===== config.mk =====
export PLATFORM = sky130hd
export DESIGN_NAME = two_reg_offset_branch_unit_top
export DESIGN_NICKNAME = d
export VERILOG_FILES = /design/src/rtl/trob_pkg.sv /design/src/rtl/trob_regfile.sv /design/src/rtl/two_reg_offset_branch_unit_top.sv
export SDC_FILE = /design/constraint.sdc
export NUM_CORES = 2
export LEC_CHECK = 0
export BUFFER_PORTS_ARGS = -buffer_cell sky130_fd_sc_hd__buf_2
export CAP_MARGIN = 20
export CORE_MARGIN = 4
export CORE_UTILIZATION = 53
export DETAILED_ROUTE_END_ITERATION = 10
export GPL_ROUTABILITY_DRIVEN = 0
export MAX_ROUTING_LAYER = met4
export PLACE_DENSITY = 0.67
export REMOVE_ABC_BUFFERS = 1
export SLEW_MARGIN = 30
export SYNTH_ARGS = -nofsm -noshare
export SYNTH_HDL_FRONTEND = slang
export SYNTH_SLANG_ARGS = --single-unit

===== constraint.sdc =====
create_clock -name clock -period 16.2 [get_ports clock]
set_input_delay 1.62 -clock clock [delete_from_list [all_inputs] [get_ports clock]]
set_output_delay 1.62 -clock clock [all_outputs]
set_load 0.1 [all_outputs]

===== src/rtl/trob_pkg.sv =====
package trob_pkg;

   localparam int unsigned REG_COUNT      = 13;
   localparam logic [3:0]  REG_MAX_INDEX  = 4'd12;
   localparam int unsigned REG_IDX_W      = 4;
   localparam int unsigned DATA_W         = 64;

   // request kinds
   localparam logic REQ_BRANCH = 1'b0;
   localparam logic REQ_WRITE  = 1'b1;

   typedef enum logic [2:0] {
      COND_EQ   = 3'd0,
      COND_NE   = 3'd1,
      COND_LT_U = 3'd2,
      COND_LT_S = 3'd3,
      COND_GE_U = 3'd4,
      COND_GE_S = 3'd5
   } cond_type;

   typedef struct packed {
      logic        req_type;
      logic [2:0]  condition;
      logic [39:0] operand_bytes;
      logic [7:0]  operand_length;
      logic [63:0] current_pc;
      logic [3:0]  write_index;
      logic [63:0] write_value;
   } req_item_type;

   typedef struct packed {
      logic        branch_taken;
      logic [63:0] branch_target;
      logic [63:0] next_pc;
   } rsp_item_type;

   // register file port controls
   typedef struct packed {
      logic                 rd_en;
      logic [REG_IDX_W-1:0] rd_a;
      logic [REG_IDX_W-1:0] rd_b;
      logic                 wr_en;
      logic [REG_IDX_W-1:0] wr_idx;
      logic [DATA_W-1:0]    wr_data;
   } rf_req_type;

endpackage


===== src/rtl/trob_regfile.sv =====
module trob_regfile (
   input  logic                          clock,
   input  logic                          reset,
   input  trob_pkg::rf_req_type          rf_req,
   output logic [trob_pkg::DATA_W-1:0]   rd_data_a,
   output logic [trob_pkg::DATA_W-1:0]   rd_data_b
);

   logic [trob_pkg::DATA_W-1:0] mem [trob_pkg::REG_COUNT];
   logic [trob_pkg::REG_COUNT-1:0] valid_ff;
   logic [trob_pkg::DATA_W-1:0] rd_a_ff;
   logic [trob_pkg::DATA_W-1:0] rd_b_ff;
   logic rd_a_valid_ff;
   logic rd_b_valid_ff;
   logic wr_ok;

   // drop writes to indices past the last register
   assign wr_ok = rf_req.wr_en &&
                  (rf_req.wr_idx <= trob_pkg::REG_MAX_INDEX);

   // store write data
   always_ff @(posedge clock) begin
      if (wr_ok) begin
         mem[rf_req.wr_idx] <= rf_req.wr_data;
      end
   end

   // track written entries, unwritten ones read as zero
   always_ff @(posedge clock) begin
      if (reset) begin
         valid_ff <= '0;
      end else if (wr_ok) begin
         valid_ff[rf_req.wr_idx] <= 1'b1;
      end
   end

   // registered read of both ports
   always_ff @(posedge clock) begin
      if (rf_req.rd_en) begin
         rd_a_ff <= mem[rf_req.rd_a];
         rd_b_ff <= mem[rf_req.rd_b];
      end
   end

   always_ff @(posedge clock) begin
      if (reset) begin
         rd_a_valid_ff <= 1'b0;
         rd_b_valid_ff <= 1'b0;
      end else if (rf_req.rd_en) begin
         rd_a_valid_ff <= valid_ff[rf_req.rd_a];
         rd_b_valid_ff <= valid_ff[rf_req.rd_b];
      end
   end

   assign rd_data_a = rd_a_valid_ff ? rd_a_ff : '0;
   assign rd_data_b = rd_b_valid_ff ? rd_b_ff : '0;

   // read addresses are already clamped to the last register
   a_rd_range: assert property (@(posedge clock) disable iff (reset)
      rf_req.rd_en |-> (rf_req.rd_a <= trob_pkg::REG_MAX_INDEX &&
                        rf_req.rd_b <= trob_pkg::REG_MAX_INDEX))
      else $error("register file read address out of range");

   a_one_op: assert property (@(posedge clock) disable iff (reset)
      !(rf_req.rd_en && rf_req.wr_en))
      else $error("register file read and write in one cycle");

   a_wr_then_rd: assert property (@(posedge clock) disable iff (reset)
      wr_ok ##1 (rf_req.rd_en && rf_req.rd_a == $past(rf_req.wr_idx))
      |=> rd_data_a == $past(rf_req.wr_data, 2))
      else $error("read after write returned stale data");

endmodule


===== src/rtl/two_reg_offset_branch_unit_top.sv =====
// Compare-and-branch unit with a 13-entry 64-bit register file.
// Input channel req_*: each item is either a register write (req_type
// set) or a branch instruction. A write stores write_value at write_index
// (indices past 12 are dropped) and produces no result. A branch reads two
// registers named by operand byte zero, compares them by condition and
// returns one rsp_* item: taken flag, pc-relative target and next pc.
// An item is taken when valid is high and stall is low.
// A branch result reaches rsp_valid through the operand stage: the
// register-file read and the operand stage load at the accepting edge,
// and the compare and the two 64-bit adds go into the output register
// once the output register is not blocked by a held result.
// Throughput: one item per cycle while req_stall is low, set by the single
// read port pair of the register file and the one-deep operand stage.
// Reset clears all control state and marks every register as zero.
// When the receiver stalls, the result holds in the output register and
// one more branch may sit in the operand stage; after that req_stall rises
// until the result is taken.
module two_reg_offset_branch_unit_top (
   input  logic                   clock,
   input  logic                   reset,
   input  logic                   req_valid,
   output logic                   req_stall,
   input  trob_pkg::req_item_type req_data,
   output logic                   rsp_valid,
   input  logic                   rsp_stall,
   output trob_pkg::rsp_item_type rsp_data
);

   logic req_take;
   logic is_branch;
   logic out_blocked;
   logic [7:0] b0;
   logic [3:0] idx_a;
   logic [3:0] idx_b;
   trob_pkg::rf_req_type rf_req;
   logic [63:0] rd_data_a;
   logic [63:0] rd_data_b;

   logic        s1_valid_ff, s1_valid_in;
   logic [2:0]  s1_cond_ff;
   logic [39:0] s1_ops_ff;
   logic [7:0]  s1_len_ff;
   logic [63:0] s1_pc_ff;

   logic        rsp_valid_ff, rsp_valid_in;
   trob_pkg::rsp_item_type rsp_data_ff, rsp_data_in;

   logic [63:0] offset;
   logic [63:0] target;
   logic [63:0] fall;
   logic        taken;

   // handshake
   assign out_blocked = rsp_valid_ff && rsp_stall;
   assign req_stall   = s1_valid_ff && out_blocked;
   assign req_take    = req_valid && !req_stall;
   assign is_branch   = (req_data.req_type == trob_pkg::REQ_BRANCH);

   // decode register indices, empty operands read register zero
   assign b0 = (req_data.operand_length != 8'd0) ? req_data.operand_bytes[7:0] : 8'd0;
   assign idx_a = (b0[3:0] > trob_pkg::REG_MAX_INDEX) ? trob_pkg::REG_MAX_INDEX : b0[3:0];
   assign idx_b = (b0[7:4] > trob_pkg::REG_MAX_INDEX) ? trob_pkg::REG_MAX_INDEX : b0[7:4];

   always_comb begin
      rf_req.rd_en   = req_take && is_branch;
      rf_req.rd_a    = idx_a;
      rf_req.rd_b    = idx_b;
      rf_req.wr_en   = req_take && !is_branch;
      rf_req.wr_idx  = req_data.write_index;
      rf_req.wr_data = req_data.write_value;
   end

   trob_regfile u_regfile (
      .clock     (clock),
      .reset     (reset),
      .rf_req    (rf_req),
      .rd_data_a (rd_data_a),
      .rd_data_b (rd_data_b)
   );

   // operand stage: advance unless blocked behind a held result
   always_comb begin
      s1_valid_in = s1_valid_ff;
      if (!s1_valid_ff || !out_blocked) begin
         s1_valid_in = req_take && is_branch;
      end
   end

   always_ff @(posedge clock) begin
      if (reset) begin
         s1_valid_ff <= 1'b0;
      end else begin
         s1_valid_ff <= s1_valid_in;
      end
   end

   always_ff @(posedge clock) begin
      if (req_take && is_branch) begin
         s1_cond_ff <= req_data.condition;
         s1_ops_ff  <= req_data.operand_bytes;
         s1_len_ff  <= req_data.operand_length;
         s1_pc_ff   <= req_data.current_pc;
      end
   end

   // sign-extend the little-endian offset
   always_comb begin
      if (s1_len_ff >= 8'd5) begin
         offset = {{32{s1_ops_ff[39]}}, s1_ops_ff[39:8]};
      end else begin
         case (s1_len_ff)
            8'd2:    offset = {{56{s1_ops_ff[15]}}, s1_ops_ff[15:8]};
            8'd3:    offset = {{48{s1_ops_ff[23]}}, s1_ops_ff[23:8]};
            8'd4:    offset = {{40{s1_ops_ff[31]}}, s1_ops_ff[31:8]};
            default: offset = '0;
         endcase
      end
   end

   // compare the two registers
   always_comb begin
      unique case (s1_cond_ff)
         trob_pkg::COND_EQ:   taken = (rd_data_a == rd_data_b);
         trob_pkg::COND_NE:   taken = (rd_data_a != rd_data_b);
         trob_pkg::COND_LT_U: taken = (rd_data_a < rd_data_b);
         trob_pkg::COND_LT_S: taken = ($signed(rd_data_a) < $signed(rd_data_b));
         trob_pkg::COND_GE_U: taken = (rd_data_a >= rd_data_b);
         trob_pkg::COND_GE_S: taken = ($signed(rd_data_a) >= $signed(rd_data_b));
         default:             taken = 1'b0;
      endcase
   end

   assign target = s1_pc_ff + offset;
   assign fall   = s1_pc_ff + 64'd1 + {56'd0, s1_len_ff};

   always_comb begin
      rsp_data_in.branch_taken  = taken;
      rsp_data_in.branch_target = target;
      rsp_data_in.next_pc       = taken ? target : fall;
   end

   // output register: hold while the receiver stalls
   always_comb begin
      rsp_valid_in = rsp_valid_ff;
      if (!out_blocked) begin
         rsp_valid_in = s1_valid_ff;
      end
   end

   always_ff @(posedge clock) begin
      if (reset) begin
         rsp_valid_ff <= 1'b0;
      end else begin
         rsp_valid_ff <= rsp_valid_in;
      end
   end

   always_ff @(posedge clock) begin
      if (!out_blocked && s1_valid_ff) begin
         rsp_data_ff <= rsp_data_in;
      end
   end

   assign rsp_valid = rsp_valid_ff;
   assign rsp_data  = rsp_data_ff;

   a_stall_cause: assert property (@(posedge clock) disable iff (reset)
      req_stall |-> (s1_valid_ff && rsp_valid_ff))
      else $error("input stalled without a held result");

   a_advance: assert property (@(posedge clock) disable iff (reset)
      (s1_valid_ff && !out_blocked) |=> rsp_valid_ff)
      else $error("operand stage item lost");

   a_load_pc: assert property (@(posedge clock) disable iff (reset)
      (req_take && is_branch) |=> (s1_valid_ff && s1_pc_ff == $past(req_data.current_pc)))
      else $error("branch item not captured");

   a_write_no_rsp: assert property (@(posedge clock) disable iff (reset)
      (req_take && !is_branch && !s1_valid_ff) |=> !s1_valid_ff)
      else $error("register write produced a result");

endmodule


==> metrics.md <==
| Metric | Value |
|---|---|
| GRT overflow | `0` |
| Number of synthesized register bits | `1,213` |
| CORE AREA | `112,000 um2` |
| CTS Buf Count | `132` |
| LEAKAGE | `0.0233 uW` |
| PD cells | `110 nW/um2` |
| Placed Cells | `6,919` |
| Data required, critical path | `16.70 ns` |
| Synth warn | `0` |
| Achievable frequency | `167 MHz` |
| Multiplexer area fraction after synthesis | `1.28%` |
| Largest net degree at the start of global routing | `169` |
| RSZ-0062 raised after global routing | `false` |
| Largest delay share family, worst path | `simple AND/OR/NAND/NOR gates` |
| Drc violations | `0` |
| Fin cells | `7,187` |
| VDD IR-drop max | `0.0963 mV` |
| Final wirelength | `188,000 um` |
| Die height | `345 um` |
| CP Max Fanout | `33` |
| Period utilization | `36.9%` |
| Syn Std Cell Area | `60,100 um2` |
| Status | `completed` |
| Worst path max stage delay | `0.64 ns` |
| # port buffers | `318` |
| Die Wd | `345 um` |
| Rows | `123` |
| Buffer depth of the longest clock path | `3` |
| Worst-margin pin slew | `1.03 ns` |
| CTS tree | `yes` |
| Most common cell after layout, fill and taps aside | `nand2_1` |
| Gr usage total | `31.9%` |
| Met3 WL | `20,200 um` |
| CP arrival | `6.48 ns` |
| Final hold vios | `0` |
| Sequential area share after synthesis | `60.3%` |
| Setup crit end kind | `flop` |
| Leading cell types in the layout, fill and taps excluded | `1,206 x nand2_1, 1,196 x edfxtp_1, 316 x buf_2` |
| Pins Over Slew Limit | `0` |
| Layout cells sized above 1 | `11.7%` |
| WL/cell | `26.2 um` |
| Layout Skew | `0.0281 ns` |
| CTS resizes | `0` |
| Starting Density | `53.5%` |
| Crit-path cells | `or4_4 -> or3_1 -> nor3b_4 -> nand3b_4 -> o21a_4 -> ha_1 -> nand2_1 -> or3_1 -> nor4_1 -> a21o_1 -> o21ai_1 -> a31oi_1 -> nor2_2 -> nor4_1 -> a211oi_1 -> mux2_1` |
| Largest family of logic cells by synthesized area | `simple AND/OR/NAND/NOR gates` |
| WL met2 | `89,000 um` |
| Post-Synth XOR/XNOR Area | `1.73%` |
| Rel. slew slack | `31.6%` |
| Mapped Cells | `5,425` |
| Hold crit path type | `reg -> reg` |
| Worst skew pair latency | `0.76 ns` |
| Final nets | `5,881` |
| Buf+Inv Stages, Crit Path | `0` |
| Iter 0 DRT Violations | `5,493` |
| Number of clock sinks | `1,213` |
| Placed Area | `63,000 um2` |
| Number of library cell types mapped by synthesis | `85` |
| Die ar. | `119,000 um2` |
| Initial antenna violation count | `26` |
| Via count | `47,000` |
| Worst slack, placed | `9.88 ns` |
| PnR worst setup slack | `10.22 ns` |
| Kind of critical path | `reg -> reg` |
| Number of enable flip-flop cells after synthesis | `1,196` |
| Number of global-route vias before repair | `45,300` |
| Crit start category | `flop` |
| Top_reg_cell synth | `edfxtp_1` |
| First-pass GRT wire length | `278,000 um` |
| Compound-cell area share of the yosys netlist | `15.0%` |
| Fin area | `67,300 um2` |
| Postcts setup bufs | `0` |
| Pre-antenna DRT Iters | `6` |
| Minimum clock period | `5.98 ns` |
| Async S/R FF share, synth | `0%` |
| Simple-gate share of the synthesized area | `15.9%` |
| CP max stage cell | `or3_1` |
| Max cap viols | `0` |
| Via/cell ratio | `6.55` |
| DP Wirelength | `104,000 um` |
| Area delta synth->final | `11.9%` |
| Final setup fails | `0` |
| Top Layer Used | `met4` |
| Avg Cell Area, Syn | `11.1 um2` |
| Post-synthesis adder-cell area fraction | `2.90%` |
| Final ANT Viol Nets | `0` |
| WHS | `0.486 ns` |
| Clk slew on worst S/H paths | `0.06 ns` |
| Ports | `319` |
| H-tree levels | `4` |
| CTS Hold Bufs | `0` |
| Util after Layout | `59.8%` |
| CTS root buffer | `clkbuf_16` |
| Met1 WL | `71,800 um` |
==> synth_stat cells (all sizes together) (7+ instances only) <==
cell     count  area (um2)
a22o         9        78.8
mux2        61         687
a21o        47         353
nor3        19         100
o21a        22         173
nand2b       8        50.1
or4          7        56.3
a211oi     269        2020
o21ai       65         325
a2111oi    130        1150
nand4       40         250
xor2        45         402
buf         35         166
inv         37         139
edfxtp    1196       35900
o211ai      13        97.6
mux2i        8        80.1
nor2b       18         113
a21oi      243        1220
nor4         8        56.3
nand2     1212        4550
a31oi      143         895
clkbuf     379        1420
a311oi     257        2250
o21bai      10        75.1
ha         136        1700
nor2       304        1140
dfxtp       17         340
and2       200        1250
nand3      313        1570
and3        26         163
xnor2       73         639
==> worst paths after layout <==
| check | startpoint | to | slack (ns) | depth (start not counted) |
|---|---|---|---|---|
| min reg2reg | u_regfile.valid_ff[11] | u_regfile.valid_ff[11] | 0.49 | 2 |
| max | s1_len_ff[6] | rsp_data[59] | 10.22 | 16 |
| min | u_regfile.valid_ff[11] | u_regfile.valid_ff[11] | 0.49 | 2 |
| max reg2reg | s1_len_ff[6] | rsp_data[59] | 10.22 | 16 |
==> worst reg2reg max path, stage by stage (launching register included) <==
cell	delay [ns]
edfxtp_1	0.46
or4_4	0.57
or3_1	0.64
nor3b_4	0.48
nand3b_4	0.28
o21a_4	0.44
ha_1	0.38
nand2_1	0.18
or3_1	0.46
nor4_1	0.38
a21o_1	0.22
o21ai_1	0.08
a31oi_1	0.39
nor2_2	0.12
nor4_1	0.25
a211oi_1	0.11
mux2_1	0.29
==> state kept, by name, summed over array words and instances, names as in the netlist <==
signal and cells:
u_regfile.mem 832, rsp_data 129, s1_pc_ff 64, u_regfile.rd_a_ff 64, u_regfile.rd_b_ff 64, s1_ops_ff 32
u_regfile.valid_ff 13, s1_len_ff 8, s1_cond_ff 3, rsp_valid 1, s1_valid_ff 1, u_regfile.rd_a_valid_ff 1
u_regfile.rd_b_valid_ff 1
==> kinds of logic (layout without fill, tap and decap cells) <==
family / Yosys count / after routing
DFF: 1213 / 1213
AOI/OAI and AO/OA: 1248 / 1248
xor gates and xnor gates: 118 / 118
other: 0 / 25
buffers and inverters: 451 / 688
adders and majority gates: 138 / 138
and+or+nand+nor: 2188 / 2188
muxes: 69 / 69
==> per-stage QoR <==
step                      power, uW  TNS [ns]
final                          7420         0
after global routing           7650         0
after CTS                      7430         0
after detailed placement       4580         0
after global placement         4560         0
after floorplan                4320   -922.24
==> report_power, final <==
group / switching (uW) / internal (uW)
logic: 673 / 267
registers: 37.5 / 3550
clock network: 1240 / 1640
total: 1960 / 5460
==> per-layer routing <==
layer	global-route usage, %	vias to the layer above
met2	51.1	2917
met1	40.2	22800
met5	-	-
met4	14.0	0
met3	5.36	514
li1	-	20800
==> cell type report <==
| type | count | area (um2) |
|---|---|---|
| timing repair buffer | 410 | 2410 |
| sequential | 1213 | 36300 |
| tap | 1500 | 1880 |
| fill | 9001 | 45200 |
| multi-input combinational | 3761 | 22400 |
| inverter | 37 | 141 |
| clock buffer | 169 | 3600 |
| clock inverter | 72 | 514 |
| antenna | 25 | 62.6 |
No activity file was read; power rests on OpenSTA's default activity.
